**src/design/mdts_fifo.sv**
```systemverilog
// Small register queue used between the stages and at the result port.
// Depends on nothing.
module mdts_fifo #(
  parameter int W     = 8,
  parameter int DEPTH = 2
) (
  input  logic         clk,
  input  logic         rst,
  input  logic         push,
  input  logic [W-1:0] wdata,
  output logic         full,
  input  logic         pop,
  output logic [W-1:0] rdata,
  output logic         empty
);
  localparam int PW = (DEPTH > 1) ? $clog2(DEPTH) : 1;
  localparam int NW = $clog2(DEPTH + 1);

  logic [W-1:0]  slots [DEPTH];
  logic [PW-1:0] wptr;
  logic [PW-1:0] rptr;
  logic [NW-1:0] fill;
  logic          do_push;
  logic          do_pop;

  assign full    = (fill == NW'(DEPTH));
  assign empty   = (fill == '0);
  assign do_push = push && !full;
  assign do_pop  = pop && !empty;
  assign rdata   = slots[rptr];

  always_ff @(posedge clk) begin
    if (do_push) begin
      slots[wptr] <= wdata;
    end
  end

  always_ff @(posedge clk) begin
    if (rst) begin
      wptr <= '0;
      rptr <= '0;
      fill <= '0;
    end else begin
      if (do_push) begin
        wptr <= (wptr == PW'(DEPTH - 1)) ? '0 : wptr + PW'(1);
      end
      if (do_pop) begin
        rptr <= (rptr == PW'(DEPTH - 1)) ? '0 : rptr + PW'(1);
      end
      if (do_push && !do_pop) begin
        fill <= fill + NW'(1);
      end else if (do_pop && !do_push) begin
        fill <= fill - NW'(1);
      end
    end
  end

endmodule

```
**config.mk**
```make
export PLATFORM = sky130hd
export DESIGN_NAME = mdts_fifo
export DESIGN_NICKNAME = d
export VERILOG_FILES = /design/src/design/mdts_fifo.sv
export SDC_FILE = /design/constraint.sdc
export NUM_CORES = 1
export LEC_CHECK = 0
export BUFFER_PORTS_ARGS = -buffer_cell sky130_fd_sc_hd__buf_2
export CORE_MARGIN = 4
export CORE_UTILIZATION = 44
export CTS_CLUSTER_SIZE = 14
export DETAILED_ROUTE_END_ITERATION = 7
export PLACE_DENSITY = 0.76
export SYNTH_ARGS = -nofsm -noshare
export SYNTH_HDL_FRONTEND = slang
export SYNTH_SLANG_ARGS = --single-unit
```
**constraint.sdc**
```tcl
create_clock -name clk -period 1.5 [get_ports clk]
set_input_delay 0.45 -clock clk [delete_from_list [all_inputs] [get_ports clk]]
set_output_delay 0.45 -clock clk [all_outputs]
set_load 0.005 [all_outputs]
```
Word-level counts from Yosys, hierarchy flattened
Memories as Yosys holds them, arrays and structs flattened. A register that Yosys moved wholly into a read port is not among the register bits.
Cells that the tools add are included.
{"block": "classes", "eq_ne": 1, "n_reduce_logical": 10, "n_addsub": 4, "muxes": 8}
{"operator": "$mux 1", "n": 6}
{"operator": "$logic_and 1x1->1", "n": 4}
{"operator": "$logic_not 1->1", "n": 4}
{"operator": "$mux 2", "n": 2}
{"operator": "$add 1x1->1 const B", "n": 2}
{"operator": "$add 2x1->2 const B", "n": 1}
{"operator": "$eq 2x2->1 const B", "n": 1}
{"operator": "$logic_not 2->1", "n": 1}
{"operator": "$reduce_bool 2->1", "n": 1}
{"operator": "$sub 2x1->2 const B", "n": 1}
{"block": "word_totals", "register_bits": 4, "mem_count": 1, "ramBits": 16, "inputBits": 12, "elab_cells": 27, "output_inout_bits": 10}
{"memory": "slots", "words": 2, "word_bits": 8, "read_ports": 1, "rd_clocked_by_memory_dff": 1, "wr": 1, "line_no": "19", "rtl": "logic [W-1:0] slots [DEPTH];"}

Longest topological paths before layout
{"block": "logic_depth", "word_depth": 7, "depth_mapped": 6, "ltp_nobuf": 6}

Least setup slack after synthesis
OpenSTA, ideal clock, no wires.
{"block": "synth_timing", "path_kind": "flip-flop to flip-flop", "startpoint": "register fill[0]", "endpoint": "register fill[1]", "path_stages_with_launch": 5, "t_arrival_ns": 1.386, "path_slack_ns": 0.045, "t_required_ns": 1.430, "cell_sequence": "dfxtp_1 -> o21ai_0 -> ha_1 -> or3_1 -> a21oi_1"}
{"block": "synth_via", "elab_chain_len": 6}
{"item": "start: declaration", "line_no": "22", "rtl": "logic [NW-1:0] fill;"}
{"item": "start signal: assignment", "line_no": "51", "rtl": "fill <= fill + NW'(1);"}
{"item": "start signal: assignment", "line_no": "53", "rtl": "fill <= fill - NW'(1);"}
{"item": "$eq 2x2->1 or $logic_not 2->1 (tied branches)", "line_no": "26, 27"}
{"item": "$logic_not 1->1, on equally long branches", "line_no": "28, 29"}
{"item": "$logic_and 1x1->1, on equally long branches", "line_no": "28, 29"}
{"item": "$logic_not 1->1, on equally long branches", "line_no": "52, 50"}
{"item": "$logic_and 1x1->1, on equally long branches", "line_no": "52, 50"}
{"item": "$reduce_bool 2->1 (no source line) or $mux 2 (tied branches)"}
Several ways; a longest one is shown, not always the timed one. The select of a mux whose other input is x is not followed.
A chain may end at the register's enable or synchronous reset.

==> flow_summary.ini <==
[sta]
setup_violations = 8
skew_ns = 0.00692
worst_hold_slack_ns = 0.334
fmax_ghz = 0.610
worst_pin_slew_ns = 0.231
relSlewSlack_pct = 84.4
rsz0062_at_grt = yes
hold_viol = 0
slew_violations = 0
period_needed_ns = 1.64
worst_slack_ns = -0.139
fin_crit_sh_pct = 109

[pwr]
p_comb_share_pct = 41.0
seq_power_share_pct = 44.8
p_switching_uw = 507
total_power_mw = 1.82
vdd_drop_max_v = 0.00133
intPower_mw = 1.31
clockPowerShare_pct = 14.2
switching_share_pct = 27.9
p_per_area_nw_per_um2 = 1630
leakage_nw = 0.464

[final_layout]
nNetsFinal = 95
multiInputGateArea_um2 = 256
final_common_cell = edfxtp_1
drive_gt1_share_pct = 60.5
diodes = 0
regArea_um2 = 584
fill_cells = 135
mostFrequentLayoutCells = edfxtp_1, buf_2, buf_6
syn2layout_area_growth_pct = 40.7
stdcell_count = 106
finish.utilization_pct = 64.6

[detailed_routing]
drc_errors = 0
final_antenna_net_count = 0
wl_per_cell_um = 12.8
viasPerCell = 4.53
drt-pass1-iter-count = 1
vias = 480
drtIter0Drc = 0
wl_um = 1360

[worst_setup_path]
crit_chain = buf_6 -> mux2_4 -> buf_6
cp_data_arrival_time_ns = 1.19
crit_fanout = 4
cp-end-kind = primary output
crit_type = reg2out
start_kind = register
slowest_delay_ns = 0.35
required_ns = 1.05
cpMaxStageDelayCell = dfxtp_2
cp_common_cell = buf_6

[clocking]
clock_path_buffers = 2
clock-sinks = 21
post_cts_buffers = 0
cts_tree = built
clkTransAtPathRegs_ns = 0.11
htree_levels = 1
clk_latency_ns = 0.30
cts_buffers = 3
cts-root-buf = clkbuf_4
cts_hold_buffers = 0

[synthesis]
synthMuxAreaShare_pct = 11.4
ys_seq_area_share_pct = 73.2
synth_top_family_by_area = multiplexers
syn_area_per_cell_um2 = 15.9
syn_nets = 63
synthSimpleGateAreaFrac_pct = 5.84
synthXorXnorAreaFrac_pct = 3.31
synth_cell_types = 13
netlist_area_um2 = 793
synth_compound_area_share_pct = 3.15
synthCells = 50
ys_ff_latch = 21
synth_fa_ha_area_share_pct = 1.58
yosys_warnings = 0

[placed_design]
dp_hpwl_um = 1010
gp_congestion = 0.708
place_ws_ns = -0.0634
io_buffers = 21
dp_cells = 102

[grt]
grt_usage_pct = 12.2
grt_max_degree = 13
gr-total-overflow = 0
grt_pass1_wl_um = 2230
antenna_found_initial = 0
grt_pass1_vias = 513

[floorplan]
fp.dieArea_um2 = 2550
die_h_um = 50.5
rows = 15
start_util_pct = 45.9
core_area_um2 = 1730
ios = 22
die_w_um = 50.5

[run_status]
outcome = complete, but fails checks
violations = negative setup slack

[min_path]
hold_path_class = in2reg

[flow_run]
drv_cap = 0
-- power by group through the flow --
stage | logic (mW) | registers (mW) | clock network [mW]
after global placement | 0.520 | 0.801 | 0
after CTS | 0.702 | 0.812 | 0.271
final | 0.745 | 0.815 | 0.258
after detailed placement | 0.542 | 0.806 | 0
after global routing | 0.810 | 0.829 | 0.295
after floorplan | 0.303 | 0.792 | 0
-- worst paths after layout --
check            from          end  slack [ns]  depth (start not counted)
max reg2reg   fill[1]      fill[1]        0.01                          6
min          wdata[7]  slots[1][7]        0.33                          1
min reg2reg      wptr         wptr        0.52                          2
max          register     rdata[5]       -0.14                          3
-- timing repair --
item / CTS / global route
pin swaps: 0 / 2
setup endpoints to repair: 10 / 9
resized for setup: 22 / 5
-- flip-flops by register name, summed over array words and instances (netlist names), named ones only --
signal and flops:
wptr 1, fill 2, rptr 1, slots 16
-- kinds of logic after synthesis --
family / after synthesis
compound gates: 5
xor+xnor: 3
fa+ha+maj: 1
buf+inv: 3
flops: 21
mux: 8
simple gates: 9
-- routing by layer --
metal  vias up  part of all wire, %  GRT usage [%]
met2        16                   54           21.7
met1       217                   39           12.7
li1        243                    -              -
met5         -                    0              0
met3         4                  5.1           3.26
met4         0                  2.0           6.73
-- area by class of cell --
class	count	area share, %
flip-flops and latches	21	52.4
repair buffers	28	18.7
clock buffers	3	2.02
multi-input cells	26	23.0
clock inverters	1	0.448
inverters	2	0.673
well taps	25	2.80
-- metrics by stage --
step	setup TNS (ns)	instance area [µm²]
after floorplan	0	793
after global placement	-0.0163	977
after detailed placement	-0.0634	977
after CTS	-1.22	1090
after global routing	-1.62	1120
final	-1.07	1120
-- worst max-delay path, delay by kind of cell (launching register included) --
kind / cells / cell delay, ns
buffers and inverters: 2 / 0.24
flip-flops: 1 / 0.35
multiplexers: 1 / 0.30
-- synthesized netlist by cell type --
| cell | count | share of area (%) |
|---|---|---|
| nor2_1 | 5 | 2.4 |
| edfxtp_1 | 16 | 61 |
| or3_1 | 2 | 1.6 |
| mux2_2 | 8 | 11 |
| ha_1 | 1 | 1.6 |
| inv_1 | 2 | 0.95 |
| and2_1 | 1 | 0.79 |
| a21oi_1 | 2 | 1.3 |
| dfxtp_1 | 5 | 13 |
| o21ai_0 | 3 | 1.9 |
| buf_2 | 1 | 0.63 |
| nor2b_2 | 1 | 1.1 |
| xor2_1 | 3 | 3.3 |
Note: power is estimated with default switching activity, not from simulation.
