### src/design/mdts_pkg.sv
// Shared types, register codes and helper functions of the top-k selection unit.
// Depends on nothing.
package mdts_pkg;

  localparam logic [2:0] REG_METRIC = 3'd0;
  localparam logic [2:0] REG_MODE   = 3'd1;
  localparam logic [2:0] REG_K      = 3'd2;
  localparam logic [2:0] REG_QNORM  = 3'd3;
  localparam logic [2:0] REG_RADIUS = 3'd4;

  localparam logic [1:0] MET_L2  = 2'd0;
  localparam logic [1:0] MET_IP  = 2'd1;
  localparam logic [1:0] MET_COS = 2'd2;

  localparam logic signed [63:0] ONE_Q32 = 64'sh0000_0001_0000_0000;

  typedef struct packed {
    logic [1:0]         metric;
    logic               search_mode;
    logic [4:0]         k_limit;
    logic [31:0]        query_norm;
    logic signed [63:0] radius;
  } cfg_t;

  typedef struct packed {
    logic signed [63:0] distance;
    logic [31:0]        pos;
    logic [63:0]        id;
    logic               del;
    logic               last;
  } rec_t;

  typedef struct packed {
    logic               found;
    logic [63:0]        id;
    logic signed [63:0] distance;
    logic               done;
  } res_t;

  function automatic logic pair_lt(input logic signed [63:0] da, input logic [31:0] pa,
                                   input logic signed [63:0] db, input logic [31:0] pb);
    if (da != db) begin
      return da < db;
    end
    return pa < pb;
  endfunction

  function automatic logic signed [63:0] sat64(input logic signed [81:0] a);
    if (a > 82'sh7FFF_FFFF_FFFF_FFFF) begin
      return 64'sh7FFF_FFFF_FFFF_FFFF;
    end
    if (a < -82'sh8000_0000_0000_0000) begin
      return 64'sh8000_0000_0000_0000;
    end
    return a[63:0];
  endfunction

endpackage

### src/design/mdts_dist.sv
// Front stage: accepts candidates, counts positions and computes the distance.
// Depends on mdts_pkg; one shared multiplier and a radix-2 divider.
module mdts_dist
  import mdts_pkg::*;
(
  input  logic               clk,
  input  logic               rst,
  input  cfg_t               cfg,
  input  logic               push,
  output logic               full,
  input  logic signed [31:0] est_inner_product,
  input  logic [31:0]        vector_norm,
  input  logic [63:0]        vector_id,
  input  logic               is_deleted,
  input  logic               end_of_scan,
  input  logic               rec_full,
  output logic               rec_push,
  output rec_t               rec
);
  localparam logic [3:0] F_IDLE = 4'd0;
  localparam logic [3:0] F_SQ1  = 4'd1;
  localparam logic [3:0] F_SQ2  = 4'd2;
  localparam logic [3:0] F_ADD  = 4'd3;
  localparam logic [3:0] F_COSM = 4'd4;
  localparam logic [3:0] F_DZ   = 4'd5;
  localparam logic [3:0] F_DIV  = 4'd6;
  localparam logic [3:0] F_OFS  = 4'd7;
  localparam logic [3:0] F_PUSH = 4'd8;

  logic [3:0]         state;
  logic [31:0]        xr;
  logic [31:0]        mag;
  logic               neg;
  logic [31:0]        scan_pos;
  logic [31:0]        pos;
  logic [63:0]        id;
  logic               del;
  logic               last;
  logic [63:0]        prod;
  logic signed [81:0] acc;
  logic [79:0]        ofs;
  logic [63:0]        rem;
  logic [6:0]         step;

  logic [31:0]        ipu;
  logic [31:0]        mag_in;
  logic [31:0]        mul_a;
  logic [31:0]        mul_b;
  logic [63:0]        mul_p;
  logic [64:0]        rem_sh;
  logic               rem_ge;
  logic signed [81:0] ofs_s;

  assign ipu    = est_inner_product;
  assign mag_in = ipu[31] ? (~ipu + 32'd1) : ipu;
  assign mul_a  = (state == F_SQ2) ? cfg.query_norm : xr;
  assign mul_b  = (state == F_SQ1) ? xr : cfg.query_norm;
  assign mul_p  = mul_a * mul_b;
  assign rem_sh = {rem, ofs[79]};
  assign rem_ge = rem_sh >= {1'b0, prod};
  assign ofs_s  = $signed({2'b00, ofs});

  assign full         = (state != F_IDLE);
  assign rec_push     = (state == F_PUSH) && !rec_full;
  assign rec.distance = sat64(acc);
  assign rec.pos      = pos;
  assign rec.id       = id;
  assign rec.del      = del;
  assign rec.last     = last;

  always_ff @(posedge clk) begin
    unique case (state)
      F_IDLE: begin
        xr   <= vector_norm;
        mag  <= mag_in;
        neg  <= ipu[31];
        pos  <= scan_pos;
        id   <= vector_id;
        del  <= is_deleted;
        last <= end_of_scan;
        acc  <= '0;
        if (cfg.metric == MET_L2) begin
          ofs <= {31'd0, mag_in, 17'd0};
        end else begin
          ofs <= {32'd0, mag_in, 16'd0};
        end
      end
      F_SQ1: begin
        prod <= mul_p;
      end
      F_SQ2: begin
        prod <= mul_p;
        acc  <= $signed({18'd0, prod});
      end
      F_ADD: begin
        acc <= acc + $signed({18'd0, prod});
      end
      F_COSM: begin
        prod <= mul_p;
      end
      F_DZ: begin
        rem  <= '0;
        step <= 7'd79;
        if (prod == '0) begin
          acc <= $signed({18'd0, ONE_Q32});
          ofs <= '0;
        end else begin
          ofs <= {mag, 48'd0};
        end
      end
      F_DIV: begin
        rem  <= rem_ge ? 64'(rem_sh - {1'b0, prod}) : rem_sh[63:0];
        ofs  <= {ofs[78:0], rem_ge};
        step <= step - 7'd1;
        acc  <= $signed({18'd0, ONE_Q32});
      end
      F_OFS: begin
        acc <= neg ? (acc + ofs_s) : (acc - ofs_s);
      end
      F_PUSH: begin
      end
      default: begin
      end
    endcase
  end

  always_ff @(posedge clk) begin
    if (rst) begin
      state    <= F_IDLE;
      scan_pos <= '0;
    end else begin
      unique case (state)
        F_IDLE: begin
          if (push) begin
            scan_pos <= end_of_scan ? '0 : scan_pos + 32'd1;
            if (is_deleted) begin
              state <= F_PUSH;
            end else if (cfg.metric == MET_L2) begin
              state <= F_SQ1;
            end else if (cfg.metric == MET_COS) begin
              state <= F_COSM;
            end else begin
              state <= F_OFS;
            end
          end
        end
        F_SQ1:  state <= F_SQ2;
        F_SQ2:  state <= F_ADD;
        F_ADD:  state <= F_OFS;
        F_COSM: state <= F_DZ;
        F_DZ:   state <= (prod == '0) ? F_OFS : F_DIV;
        F_DIV: begin
          if (step == '0) begin
            state <= F_OFS;
          end
        end
        F_OFS:  state <= F_PUSH;
        F_PUSH: begin
          if (!rec_full) begin
            state <= F_IDLE;
          end
        end
        default: state <= F_IDLE;
      endcase
    end
  end

endmodule

### config.mk
export PLATFORM = sky130hd
export DESIGN_NAME = mdts_dist
export DESIGN_NICKNAME = d
export VERILOG_FILES = /design/src/design/mdts_pkg.sv /design/src/design/mdts_dist.sv
export SDC_FILE = /design/constraint.sdc
export NUM_CORES = 2
export LEC_CHECK = 0
export BUFFER_PORTS_ARGS = -buffer_cell sky130_fd_sc_hd__buf_2
export CAP_MARGIN = 5
export CORE_ASPECT_RATIO = 1.25
export CORE_MARGIN = 3
export CORE_UTILIZATION = 29
export CTS_CLUSTER_DIAMETER = 120
export DETAILED_ROUTE_END_ITERATION = 8
export PLACE_DENSITY = 0.52
export RECOVER_POWER = 100
export SLEW_MARGIN = 20
export SYNTH_ARGS = -nofsm -noshare
export SYNTH_HDL_FRONTEND = slang
export SYNTH_SLANG_ARGS = --single-unit
### constraint.sdc
create_clock -name clk -period 25.9 [get_ports clk]
set_input_delay 2.59 -clock clk [delete_from_list [all_inputs] [get_ports clk]]
set_output_delay 2.59 -clock clk [all_outputs]
set_load 0.02 [all_outputs]
==> After elaboration in Yosys (flattened, before gate mapping) <==
Index checks and enable logic that the tools add are counted.
{ "word_totals": {"regBits": 496, "in_bits": 238, "output_inout_bits": 164, "wordCells": 81} }
{ "classes": {"addsub": 7, "mul": 1, "magnitude_cmp": 3, "n_eq_ne": 13, "n_mux": 28, "bitwise": 1, "reduce_logical": 14} }
{ "op_table": {"columns": ["cell", "count"], "rows": [
  ["$pmux 82 s6", 1],
  ["$mux 64", 5],
  ["$pmux 80 s3", 1],
  ["$mux 82", 2],
  ["$mux 32", 4],
  ["$pmux 64 s2", 1],
  ["$add 82x65->82", 1],
  ["$add 82x81->82", 1],
  ["$gt 82x64->1 const B", 1],
  ["$lt 82x64->1 const B", 1],
  ["$sub 82x81->82", 1],
  ["$mux 80", 1],
  ["$ge 65x64->1", 1],
  ["$add 32x1->32 const B", 2],
  ["$logic_not 64->1", 1],
  ["$mul 32x32->64", 1],
  ["$sub 64x64->64", 1],
  ["$mux 49", 1],
  ["$pmux 4 s9", 1],
  ["$not 32->32", 1],
  ["$eq 4x3->1 const B", 4],
  ["$mux 4", 4],
  ["$pmux 7 s2", 1],
  ["$eq 4x2->1 const B", 2],
  ["20 further kinds", 27]
]} }

==> Logic depth before layout (Yosys ltp) <==
{ "depth": {"depth_word": 6, "ltp_mapped": 37, "depth_no_buf": 33} }

==> Worst setup path after synthesis <==
Ideal clock, no wire load.
{ "synth_timing": {"kind": "input to register", "start": "input port cfg[69] in the netlist's numbering", "end": "register prod[62], data pin", "setup_ps": 264, "arrival_ps": 10139, "required_ps": 25636, "setup_slack_ps": 15497, "cell_stages": 26, "n_path_buf": 2, "cell_sequence": "mux2i_1 clkbuf_1 nor2_1 fa_1 fa_1 fa_1 inv_1 fa_1 inv_1 fa_1 fa_1 fa_1 inv_1 fa_1 inv_1 ha_1 buf_2 a21oi_1 o21ai_0 a211oi_1 a31oi_1 a31o_2 a21boi_0 o21ai_0 a221oi_1 xnor2_1"} }
{ "synth_via": {"elab_chain_len": 2, "word_cells_on_any_way": 3, "classes_between": "mul (1); mux (2)"} }
{ "synth_lines": {"columns": ["element", "line_no", "text"], "rows": [
  ["start, declared", "mdts_dist.sv:8", "input cfg_t cfg,"],
  ["$mux 32, on equally long branches", "mdts_dist.sv:56, mdts_dist.sv:57", null],
  ["$mul 32x32->64 *", "mdts_dist.sv:58", "assign mul_p = mul_a * mul_b;"],
  ["net mul_p[62]", "mdts_dist.sv:49", "logic [63:0] mul_p;"],
  ["end signal, assigned", "mdts_dist.sv:89", "prod <= mul_p;"],
  ["end signal, assigned", "mdts_dist.sv:92", "prod <= mul_p;"],
  ["end signal, assigned", "mdts_dist.sv:99", "prod <= mul_p;"],
  ["end, declared", "mdts_dist.sv:39", "logic [63:0] prod;"]
]} }
The timed path passes the listed nets; every way through them passes the cells marked *.
A chain may end at the register's enable or synchronous reset.

==> Worst setup path in the final report <==
{ "layout_timing": {"start": "input port cfg[69] in the netlist's numbering", "end": "register prod[63], data pin"} }
The elaborated chain is that of the path after synthesis.

==> metrics.cfg <==
[placed_design]
placed_area_um2 = 69000
hpwl_um = 181000
gp_congestion = 0.931
io_buffers = 331

[floorplanning]
dieHeight_um = 532
core_area_um2 = 219000
pin_count = 402
start_util_pct = 29.2
dieArea_um2 = 227000
std_cell_rows = 192
die_x_um = 426

[route]
drtPass1Iterations = 8
via_per_inst = 5.07
route.detailed.drc = 0
ant_nets = 0
wl_um = 234000
vias = 51516
drt_iter0_markers = 3879
wl_per_cell_um = 23.0

[clocking]
max-clock-path-buffers = 3
cts_made_buffers = 61
clk_latency_ns = 0.74
clkTransAtPathRegs_ns = 0.06
ctsHoldBuffers = 0
cts_tree = done
root_buffer = clkbuf_16
ctsResizeCount = 0
postCtsSetupRepairBufs = 0
cts.sinks = 496
htreeDepth = 2

[yosys]
yosysWarnings = 0
synth-edff-count = 460
syn_area_um2 = 64100
yosysSeqAreaShare_pct = 22.7
synthDistinctLibCells = 78
synthArstFlopShare_pct = 0
syn-instance-count = 7076
synth.avg_cell_area_um2 = 9.06
synth-seq-cells = 496
synth_nets = 8625
synth_ff_type = edfxtp_1

[grt]
grt_pass1_vias = 54134
track_usage_pct = 20.3
grt_max_degree = 125
antenna_found_initial = 11
grt_first_pass_wirelength_um = 347000
grt-ovfl-total = 0

[sta]
finalCriticalPeriod_ns = 11.58
hold_violations = 0
finalSetupTns_ns = 0
grt_setup_unrepaired = false
max_slew_margin_pct = -284
worstMarginPinSlew_ns = 5.73
fin_crit_sh_pct = 44.7
fin_skew_ns = 0.0492
setup_viol = 0
max_freq_ghz = 0.0864
slew_violations = 1022

[setup_path]
r2r_slack_ns = 14.82
crit_required_ns = 26.33
crit_type = in -> reg
worstPathArrival_ns = 12.01
critical_path.startpoint_type = input pin
critical_path.max_fanout = 22
end_kind = register

[layout]
nets = 8753
final_util_pct = 32.4
drive_gt1_share_pct = 6.60
synthToLayoutAreaGrowth_pct = 10.7
multi_input_area_um2 = 44500
stdcell_area_um2 = 71000
ff_latch_area_um2 = 14500
n_fill_cell = 23081

[run]
maxCapViolCount = 18

[status]
violations = capacitance limit, slew limit
status = finished with violations

[hold_path]
hold_class = reg -> reg

## worst paths after layout
kind                                   from                 end  cells after the start
setup reg to reg      state[0]$_SDFFE_PP0P_  prod[63]$_DFFE_PP_                     31
hold / removal    scan_pos[31]$_SDFFE_PP0P_   pos[31]$_DFFE_PP_                      0
hold reg to reg   scan_pos[31]$_SDFFE_PP0P_   pos[31]$_DFFE_PP_                      0
setup / recovery                    cfg[69]  prod[63]$_DFFE_PP_                     28
## cells by family after synthesis
kind of cell | Yosys count | synth area share [%]
XOR/XNOR | 333 | 4.55
multiplexers | 172 | 2.81
adder cells (fa/ha/maj) | 1311 | 36.1
AND/OR/NAND/NOR | 2284 | 15.1
flip-flops | 496 | 22.7
buffers and inverters | 1427 | 8.38
AO/OA/AOI/OAI | 1053 | 10.4
## cell usage after synthesis, types with 32 or more instances
library cell / number / area share [%]
a211oi_1: 32 / 0.37
a21o_1: 122 / 1.4
a21oi_1: 306 / 2.4
a22o_1: 36 / 0.49
a31oi_1: 40 / 0.39
and2_1: 35 / 0.34
and3_1: 37 / 0.36
clkbuf_1: 317 / 1.9
dfxtp_1: 36 / 1.1
edfxtp_1: 460 / 22
fa_1: 898 / 28
ha_1: 413 / 8.1
inv_1: 1074 / 6.3
mux2_2: 62 / 1.1
mux2i_1: 110 / 1.7
nand2_1: 938 / 5.5
nand3_1: 60 / 0.47
nand4_1: 79 / 0.77
nor2_1: 903 / 5.3
nor3_1: 50 / 0.39
nor4_1: 42 / 0.41
o21a_1: 32 / 0.37
o21ai_0: 264 / 2.1
o21bai_1: 44 / 0.52
o31ai_1: 33 / 0.39
xnor2_1: 205 / 2.8
xor2_1: 128 / 1.7
## cells in the final DEF (no fill, tap or decap), drive strengths merged, types with 43 or more instances in the layout
master and n:
nand2 938, edfxtp 460, buf 234, clkbuf 252, mux2i 110, nor3 52
nand3 60, xor2 128, ha 413, fa 898, xnor2 205, a21o 122
o21ai 267, inv 1080, nor2 903, o21bai 44, mux2 62, nor4 43
nand4 79, a21oi 306
## worst max-delay path, cell delays in order
cell,delay [ns]
clkbuf_1,0.14
mux2i_2,0.16
clkbuf_1,1.22
nor2_1,0.20
fa_1,0.56
fa_1,0.52
inv_1,0.07
fa_1,0.48
fa_1,0.54
inv_1,0.04
ha_1,0.29
ha_1,0.33
fa_1,0.54
inv_1,0.05
fa_1,0.53
inv_1,0.04
ha_1,0.38
a21oi_1,0.11
a32o_1,0.28
a211oi_1,0.50
a31o_2,0.28
a21oi_1,0.18
o31a_1,0.41
o31a_1,0.37
o31a_1,0.38
o21ai_0,0.42
a211oi_1,0.20
xnor2_1,0.18
## state kept, by name, indices dropped and copies added (netlist names)
register,cells
id,64
rem,64
step,7
state,4
pos,32
neg,1
ofs,80
del,1
last,1
scan_pos,32
mag,32
xr,32
acc,82
prod,64
## metrics by stage
step                      setup slack (ns)  cells  hold slack [ns]
after floorplan                      15.50   7076            0.429
after global placement               14.34  10051            0.440
after detailed placement             14.31  10051            0.439
after CTS                            14.81  10165            0.462
after global routing                 13.81  10167            0.480
final                                14.32  10167            0.460
## layout make-up
class,instances,area share (%)
Inverter,1076,5.70
Antenna cell,2,0.00705
Multi-Input combinational cell,5153,62.6
Tap cell,2910,5.13
Clock buffer,70,2.29
Timing Repair Buffer,416,2.86
Clock inverter,44,0.894
Sequential cell,496,20.5
## routing by layer
metal,global-route usage [%],up-vias,part of all wire (%),wire length [um]
met5,0,-,0.012,28
met4,9.16,4,5.4,12700
met3,3.17,443,6.3,14800
met2,35.5,1795,49,116000
met1,24.5,26076,39,90500
li1,-,23198,-,-
Power is not shown: default switching activity piles up to over one toggle a cycle in this logic, so the estimate is an artifact.
