`config.mk`:
```
export PLATFORM = sky130hd
export DESIGN_NAME = mdts_sel
export DESIGN_NICKNAME = d
export VERILOG_FILES = /design/src/design/mdts_pkg.sv /design/src/design/mdts_sel.sv
export SDC_FILE = /design/constraint.sdc
export NUM_CORES = 2
export LEC_CHECK = 0
export BUFFER_PORTS_ARGS = -buffer_cell sky130_fd_sc_hd__clkbuf_2
export CAP_MARGIN = 0
export CORE_MARGIN = 4
export CORE_UTILIZATION = 53
export DETAILED_ROUTE_END_ITERATION = 16
export GPL_TIMING_DRIVEN = 0
export PLACE_DENSITY_LB_ADDON = 0.25
export SLEW_MARGIN = 5
export SYNTH_ARGS = -nofsm -noshare
export SYNTH_HDL_FRONTEND = slang
export SYNTH_SLANG_ARGS = --single-unit
```
`constraint.sdc`:
```
create_clock -name clk -period 11 [get_ports clk]
set_input_delay 1.1 -clock clk [delete_from_list [all_inputs] [get_ports clk]]
set_output_delay 1.1 -clock clk [all_outputs]
set_load 0.05 [all_outputs]
```
`src/design/mdts_pkg.sv`:
```
// Shared types, register codes and helper functions of the top-k selection unit.
// Depends on nothing.
package mdts_pkg;

  localparam logic [2:0] REG_METRIC = 3'd0;
  localparam logic [2:0] REG_MODE   = 3'd1;
  localparam logic [2:0] REG_K      = 3'd2;
  localparam logic [2:0] REG_QNORM  = 3'd3;
  localparam logic [2:0] REG_RADIUS = 3'd4;

  localparam logic [1:0] MET_L2  = 2'd0;
  localparam logic [1:0] MET_IP  = 2'd1;
  localparam logic [1:0] MET_COS = 2'd2;

  localparam logic signed [63:0] ONE_Q32 = 64'sh0000_0001_0000_0000;

  typedef struct packed {
    logic [1:0]         metric;
    logic               search_mode;
    logic [4:0]         k_limit;
    logic [31:0]        query_norm;
    logic signed [63:0] radius;
  } cfg_t;

  typedef struct packed {
    logic signed [63:0] distance;
    logic [31:0]        pos;
    logic [63:0]        id;
    logic               del;
    logic               last;
  } rec_t;

  typedef struct packed {
    logic               found;
    logic [63:0]        id;
    logic signed [63:0] distance;
    logic               done;
  } res_t;

  function automatic logic pair_lt(input logic signed [63:0] da, input logic [31:0] pa,
                                   input logic signed [63:0] db, input logic [31:0] pb);
    if (da != db) begin
      return da < db;
    end
    return pa < pb;
  endfunction

  function automatic logic signed [63:0] sat64(input logic signed [81:0] a);
    if (a > 82'sh7FFF_FFFF_FFFF_FFFF) begin
      return 64'sh7FFF_FFFF_FFFF_FFFF;
    end
    if (a < -82'sh8000_0000_0000_0000) begin
      return 64'sh8000_0000_0000_0000;
    end
    return a[63:0];
  endfunction

endpackage

```
`src/design/mdts_sel.sv`:
```
// Back stage: keeps the k nearest candidates or filters by radius and emits results.
// Depends on mdts_pkg; held entries sit in a small memory scanned one per cycle.
module mdts_sel
  import mdts_pkg::*;
#(
  parameter int K_MAX = 16
) (
  input  logic clk,
  input  logic rst,
  input  cfg_t cfg,
  input  logic rec_empty,
  input  rec_t rec,
  output logic rec_pop,
  input  logic res_full,
  output logic res_push,
  output res_t res
);
  localparam int IW = (K_MAX > 1) ? $clog2(K_MAX) : 1;
  localparam int CW = $clog2(K_MAX + 1);

  localparam logic [2:0] B_IDLE = 3'd0;
  localparam logic [2:0] B_DISP = 3'd1;
  localparam logic [2:0] B_MAX  = 3'd2;
  localparam logic [2:0] B_HIT  = 3'd3;
  localparam logic [2:0] B_END  = 3'd4;
  localparam logic [2:0] B_MIN  = 3'd5;
  localparam logic [2:0] B_EMIT = 3'd6;

  typedef struct packed {
    logic signed [63:0] distance;
    logic [31:0]        pos;
    logic [63:0]        id;
  } entry_t;

  entry_t         mem [K_MAX];
  entry_t         mem_q;
  logic [2:0]     state;
  rec_t           cur;
  logic [CW-1:0]  count;
  logic [CW-1:0]  nemit;
  logic [CW-1:0]  scan_ptr;
  logic [K_MAX-1:0] emitted;
  logic           rvalid;
  logic [IW-1:0]  ridx;
  logic           have;
  entry_t         best;
  logic [IW-1:0]  best_idx;

  logic [CW-1:0]  k_eff;
  logic           we;
  logic [IW-1:0]  waddr;
  entry_t         wdata;
  logic           take;
  logic           scan_done;
  logic           res_valid;
  logic           emit_last;

  always_comb begin
    if (cfg.k_limit == '0) begin
      k_eff = CW'(1);
    end else if ({27'd0, cfg.k_limit} > 32'(K_MAX)) begin
      k_eff = CW'(K_MAX);
    end else begin
      k_eff = CW'(cfg.k_limit);
    end
  end

  assign scan_done = (scan_ptr == count) && !rvalid;
  assign emit_last = (nemit + CW'(1)) == count;
  assign rec_pop   = (state == B_IDLE) && !rec_empty;

  always_comb begin
    if (!rvalid) begin
      take = 1'b0;
    end else if (state == B_MAX) begin
      take = !have || pair_lt(best.distance, best.pos, mem_q.distance, mem_q.pos);
    end else begin
      take = !emitted[ridx] &&
             (!have || pair_lt(mem_q.distance, mem_q.pos, best.distance, best.pos));
    end
  end

  always_comb begin
    wdata.distance = cur.distance;
    wdata.pos      = cur.pos;
    wdata.id       = cur.id;
    we    = 1'b0;
    waddr = count[IW-1:0];
    if (state == B_DISP && !cur.del && !cfg.search_mode && count < k_eff) begin
      we = 1'b1;
    end else if (state == B_MAX && scan_done && cur.distance < best.distance) begin
      we    = 1'b1;
      waddr = best_idx;
    end
  end

  always_comb begin
    res       = '0;
    res.done  = 1'b1;
    res_valid = 1'b0;
    case (state)
      B_HIT: begin
        res_valid    = 1'b1;
        res.found    = 1'b1;
        res.id       = cur.id;
        res.distance = cur.distance;
        res.done     = cur.last;
      end
      B_END: begin
        res_valid = cur.last && (cfg.search_mode || count == '0);
      end
      B_EMIT: begin
        res_valid    = 1'b1;
        res.found    = 1'b1;
        res.id       = best.id;
        res.distance = best.distance;
        res.done     = emit_last;
      end
      default: begin
      end
    endcase
  end

  assign res_push = res_valid && !res_full;

  always_ff @(posedge clk) begin
    if (we) begin
      mem[waddr] <= wdata;
    end
    mem_q <= mem[scan_ptr[IW-1:0]];
  end

  always_ff @(posedge clk) begin
    if (rec_pop) begin
      cur <= rec;
    end
    if (state == B_MAX || state == B_MIN) begin
      if (take) begin
        have     <= 1'b1;
        best     <= mem_q;
        best_idx <= ridx;
      end
      ridx <= scan_ptr[IW-1:0];
    end else begin
      have <= 1'b0;
    end
  end

  always_ff @(posedge clk) begin
    if (rst) begin
      state    <= B_IDLE;
      count    <= '0;
      nemit    <= '0;
      scan_ptr <= '0;
      rvalid   <= 1'b0;
      emitted  <= '0;
    end else begin
      unique case (state)
        B_IDLE: begin
          if (!rec_empty) begin
            state <= B_DISP;
          end
        end
        B_DISP: begin
          scan_ptr <= '0;
          rvalid   <= 1'b0;
          if (cur.del) begin
            state <= B_END;
          end else if (cfg.search_mode) begin
            state <= (cur.distance > cfg.radius) ? B_END : B_HIT;
          end else if (count < k_eff) begin
            count <= count + CW'(1);
            state <= B_END;
          end else begin
            state <= B_MAX;
          end
        end
        B_MAX, B_MIN: begin
          if (scan_ptr < count) begin
            scan_ptr <= scan_ptr + CW'(1);
            rvalid   <= 1'b1;
          end else begin
            rvalid <= 1'b0;
          end
          if (scan_done) begin
            state <= (state == B_MAX) ? B_END : B_EMIT;
          end
        end
        B_HIT: begin
          if (!res_full) begin
            if (cur.last) begin
              count <= '0;
            end
            state <= B_IDLE;
          end
        end
        B_END: begin
          scan_ptr <= '0;
          rvalid   <= 1'b0;
          if (!cur.last) begin
            state <= B_IDLE;
          end else if (!cfg.search_mode && count != '0) begin
            emitted <= '0;
            nemit   <= '0;
            state   <= B_MIN;
          end else if (!res_full) begin
            count <= '0;
            state <= B_IDLE;
          end
        end
        B_EMIT: begin
          scan_ptr <= '0;
          rvalid   <= 1'b0;
          if (!res_full) begin
            emitted[best_idx] <= 1'b1;
            nemit             <= nemit + CW'(1);
            if (emit_last) begin
              count <= '0;
              state <= B_IDLE;
            end else begin
              state <= B_MIN;
            end
          end
        end
        default: state <= B_IDLE;
      endcase
    end
  end

endmodule

```
Yosys cells after proc, flatten, opt, wreduce, memory -nomap -nowiden
Memory sizes are Yosys's and may differ from the RTL's. A register that Yosys moved wholly into a read port is not among the register bits.
Cells that the tools add are included.

cells by class
  reduce and logical (&&, ||, !) cells = 38
  muxes and demuxes = 66
  magnitude comparators = 12
  bitwise logic cells = 1
  equality and inequality tests = 24
  add/sub/neg operators = 3

operators by type and width
  operator               count
  $pmux W130 S2          1
  $lt A64 B64 Y1         3
  $ne A64 B64 Y1         2
  $mux W5                16
  $gt A64 B64 Y1         1
  $lt A32 B32 Y1         2
  $mux W16               3
  $mux W3                11
  $pmux W16 S2           1
  $ne A2 B2 Y1 const B   13
  $mux W1                23
  $pmux W5 S2            2
  $pmux W5 S4            1
  $pmux W3 S6            1
  $or A16 B16 Y16        1
  $add A5 B1 Y5 const B  3
  $logic_and A1 B1 Y1    12
  $reduce_and A11 Y1     1
  $eq A5 B5 Y1           2
  $logic_not A5 Y1       2
  $lt A4 B5 Y1 const B   2
  $lt A5 B5 Y1           2
  $eq A3 B3 Y1 const B   3
  $mux W4                2
  20 further kinds       34

word-level totals
  register bits = 366
  memories kept = 1
  memory bits (writable) = 2560
  word-level logic and storage cells = 162
  output and inout port bits = 132

memories
  memory  words  width  rd ports  clocked after memory_dff  write ports  RTL line        source
  mem     16     160    1         1                         1            mdts_sel.sv:35  entry_t mem [K_MAX];

Logic depth before layout (Yosys ltp)
  depth in word-level cells = 12
  depth in mapped cells = 13

Worst setup path after synthesis
No wires, ideal clock.

  kind = flip-flop to flip-flop
  start = register best[157] (netlist bit)
  end = register best[0] (netlist bit), enable pin
  required time = 10305 ps
  cell stages (with the launch flop) = 10
  arrival = 8922 ps
  setup slack = 1383 ps
  buffers on the path = 0
  cell sequence = edfxtp_1 -> inv_1 -> ha_1 -> nand4_1 -> nor4_2 -> o31a_1 -> a311oi_2 -> a21boi_1 -> or3b_2 -> a221oi_2

on the way
  word-level cells in the longest chain between the ends = 12
  elaborated cells between the ends (all ways) = 24
  classes of those cells = order compare (2); eq/ne (2); mux (16); reduce/logical (4)

RTL lines
  item                                                                    RTL line         source
  start, declared                                                         mdts_sel.sv:46   entry_t best;
  start signal, assigned                                                  mdts_sel.sv:140  best <= mem_q;
  parallel branches: the longest is 9 deep, another holds $lt A64 B64 Y1  --
  $mux W1 *                                                               mdts_sel.sv:75   end else if (state == B_MAX) begin
  $mux W1 *                                                               mdts_sel.sv:73   if (!rvalid) begin
  $reduce_and A2 Y1 (no line) *                                           --

Every way passes the cells marked *. The select of a mux whose other input is x is not followed.
A chain may end at the register's enable or synchronous reset.

Worst setup path in the final report
  start = register best[155] (netlist bit)
  end = register best[46] (netlist bit), enable pin

The elaborated chain is that of the path after synthesis.

==> impl_metrics.toml <==
[logic_synthesis]
synth.most_common_cell = "edfxtp_1"
syn-num-nets = 5818
synth_top_area_cell = "edfxtp_1"
synth.top_cells.by_count = "edfxtp_1, mux4_2, ha_1, dfxtp_1, inv_1"
yosysUniqueCellTypes = 75
synth_area_leaders = "edfxtp_1, mux4_2, dfxtp_1, ha_1, inv_1"
synthesis.area_um2 = 118000
seq_area_frac_synth = 0.769
synth_flop_cell = "edfxtp_1"
netlist.area_leader.share = 0.736
avgSynthCellArea_um2 = 22.2
netlist_instances = 5312
async_flop_share = 0
ys_ff_latch = 3086
ys_warn_count = 0
synth_edf_count = 2890

[sta]
fin_crit_sh = 0.565
setup_violations = 0
fin_crit_ps = 6210
worst_pin_slew_ps = 1420
timing.final.ws_setup_ps = 4790
slew_viol_final = 0
hold_viol = 0
rsz0062_at_grt = "no"
finClkSkew_ps = 55.5
slew_headroom = 0.0565
fmax_mhz = 161

[drt]
wl_per_cell_um = 32.2
m1WireLength_mm = 115
first_iter_violations = 6913
drt_wl_total_mm = 300
wl_met3_mm = 31.3
ant_nets = 0
dr.pass1.iters = 6
top_layer = "met5"
via_per_inst = 6.33
met2_length_mm = 142
vias = 58900
route.detailed.drc = 0

[hold_path]
worstHoldPathCells = 1
hp-start = "rec[65]"
hold_class = "input pin to flip-flop"

[worst_setup_path]
arrival_ps = 6830
rr_worst_depth = 15
end_kind = "flip-flop"
r2r_setup_slack_ps = 4790
cp.required_ps = 11620
critPathKind = "flip-flop to flip-flop"
startpoint_type = "flip-flop"
worstPathMaxFanout = 12
rr_startpoint = "best[155]"
setup.worst_path.start = "best[155]"

[flow_run]
maxCapViolCount = 0

[cells_and_area]
area_growth_pct = 15.3
drive_gt1_frac = 0.285
nNetsFinal = 6599
seq_area_um2 = 90700
multi_input_comb_area_um2 = 25900
fillCellCount = 14900

[cts]
cts_tree = "yes"
cts-buffers-inserted = 319
holdBufCountCts = 0
path_clk_slew_ps = 60
cts_root_buffer = "clkbuf_16"
cts-resized-gates = 0
cts_num_sinks = 3086
htree_num_levels = 5
clockBufferDepth = 4
cts_setup_buffers = 0
clk_latency_ps = 950

[floorplan]
start_util = 0.535
die_h_um = 480
dieArea_um2 = 230000
ioPinCount = 402
die_w_um = 480
rows = 172
core_region_area_um2 = 221000

[placed_design]
place_hpwl_mm = 178
dpl_worst_slack_ps = 4890
portBuffers = 366
gp_congestion = 0.830

[global_routing]
grt_max_degree = 42
antenna_found_initial = 18
grt_pass1_vias = 59800
grt_usage = 0.262
overflow = 0
grt_pass1_wl_mm = 428

[power]
powerDensity_nw_per_um2 = 214
vdd_drop_max_mv = 0.149
p_leak_nw = 44.1
p_total_mw = 29.1

[run_status]
status = "complete, no violations"
## flip-flops by register name, summed over array words and instances, names as in the netlist
register and flops:
best 160, cur 162, best_idx 4, state 3, count 5, nemit 5, mem 2560, mem_q 160
emitted 16, have 1, rvalid 1, ridx 4, scan_ptr 5
## worst max-delay path, cell delays in order (launching register included)
cell	delay, ps
edfxtp_1	320
inv_1	140
ha_1	360
nand4_1	270
nor4_2	540
nand3_1	270
nor2_1	860
nand3_1	190
a211oi_1	950
nor3_1	170
a221oi_4	760
buf_8	260
buf_8	200
buf_8	200
buf_16	170
buf_8	200
## cell usage in the layout (no fill, tap or decap), drive strengths merged, types with 85 or more instances in the layout
| cell type | Yosys | final |
|---|---|---|
| buf | 95 | 187 |
| nand2 | 129 | 129 |
| edfxtp | 2890 | 2890 |
| dfxtp | 196 | 196 |
| clkinv | 0 | 85 |
| inv | 184 | 189 |
| ha | 236 | 236 |
| mux4 | 804 | 804 |
| o21ai | 107 | 107 |
| a21oi | 101 | 101 |
| clkbuf | 128 | 950 |
## power by group
part	internal (mW)	total, mW	switching, mW
clock network	6.05	10.4	4.33
logic	1.98	4.06	2.08
registers	13.9	14.6	0.791
## layout make-up
| cell class | count | area share |
|---|---|---|
| Sequential cell | 3086 | 0.667 |
| Multi-Input combinational cell | 1819 | 0.190 |
| Clock buffer | 454 | 0.0657 |
| Timing Repair Buffer | 460 | 0.0302 |
| Tap cell | 2958 | 0.0272 |
| Clock inverter | 113 | 0.00760 |
| Buffer | 223 | 0.00691 |
| Inverter | 184 | 0.00508 |
| Antenna cell | 9 | 0.000166 |
## cell families after synthesis
| family | Yosys count | synth area share |
|---|---|---|
| DFF | 3086 | 0.769 |
| xor gates and xnor gates | 16 | 0.00119 |
| AOI/OAI and AO/OA | 397 | 0.0225 |
| and+or+nand+nor | 360 | 0.0148 |
| adders and majority gates | 236 | 0.0250 |
| buffers and inverters | 407 | 0.0137 |
| muxes | 810 | 0.154 |
## per-layer routing
layer,global-route usage,up-vias
li1,-,23900
met1,0.371,31000
met2,0.410,3405
met3,0.0543,589
met4,0.0935,4
met5,0,-
## per-stage QoR
stage	TNS [ps]	utilization	cell area (µm²)	cells	hold slack, ps
CTS	0	0.616	136000	9297	262
floorplan	0	-	118000	5312	386
detailed placement	0	0.571	126000	8730	389
global placement	-8024740	0.560	124000	8636	388
global route	0	0.616	136000	9298	292
finish	0	0.617	136000	9306	324
## final timing paths
path / end
worst max-delay path: best[46]
worst min-delay path: cur[65]
worst max register to register: best[46]
worst min register to register: best[40]
No activity file was read; power rests on OpenSTA's default activity.
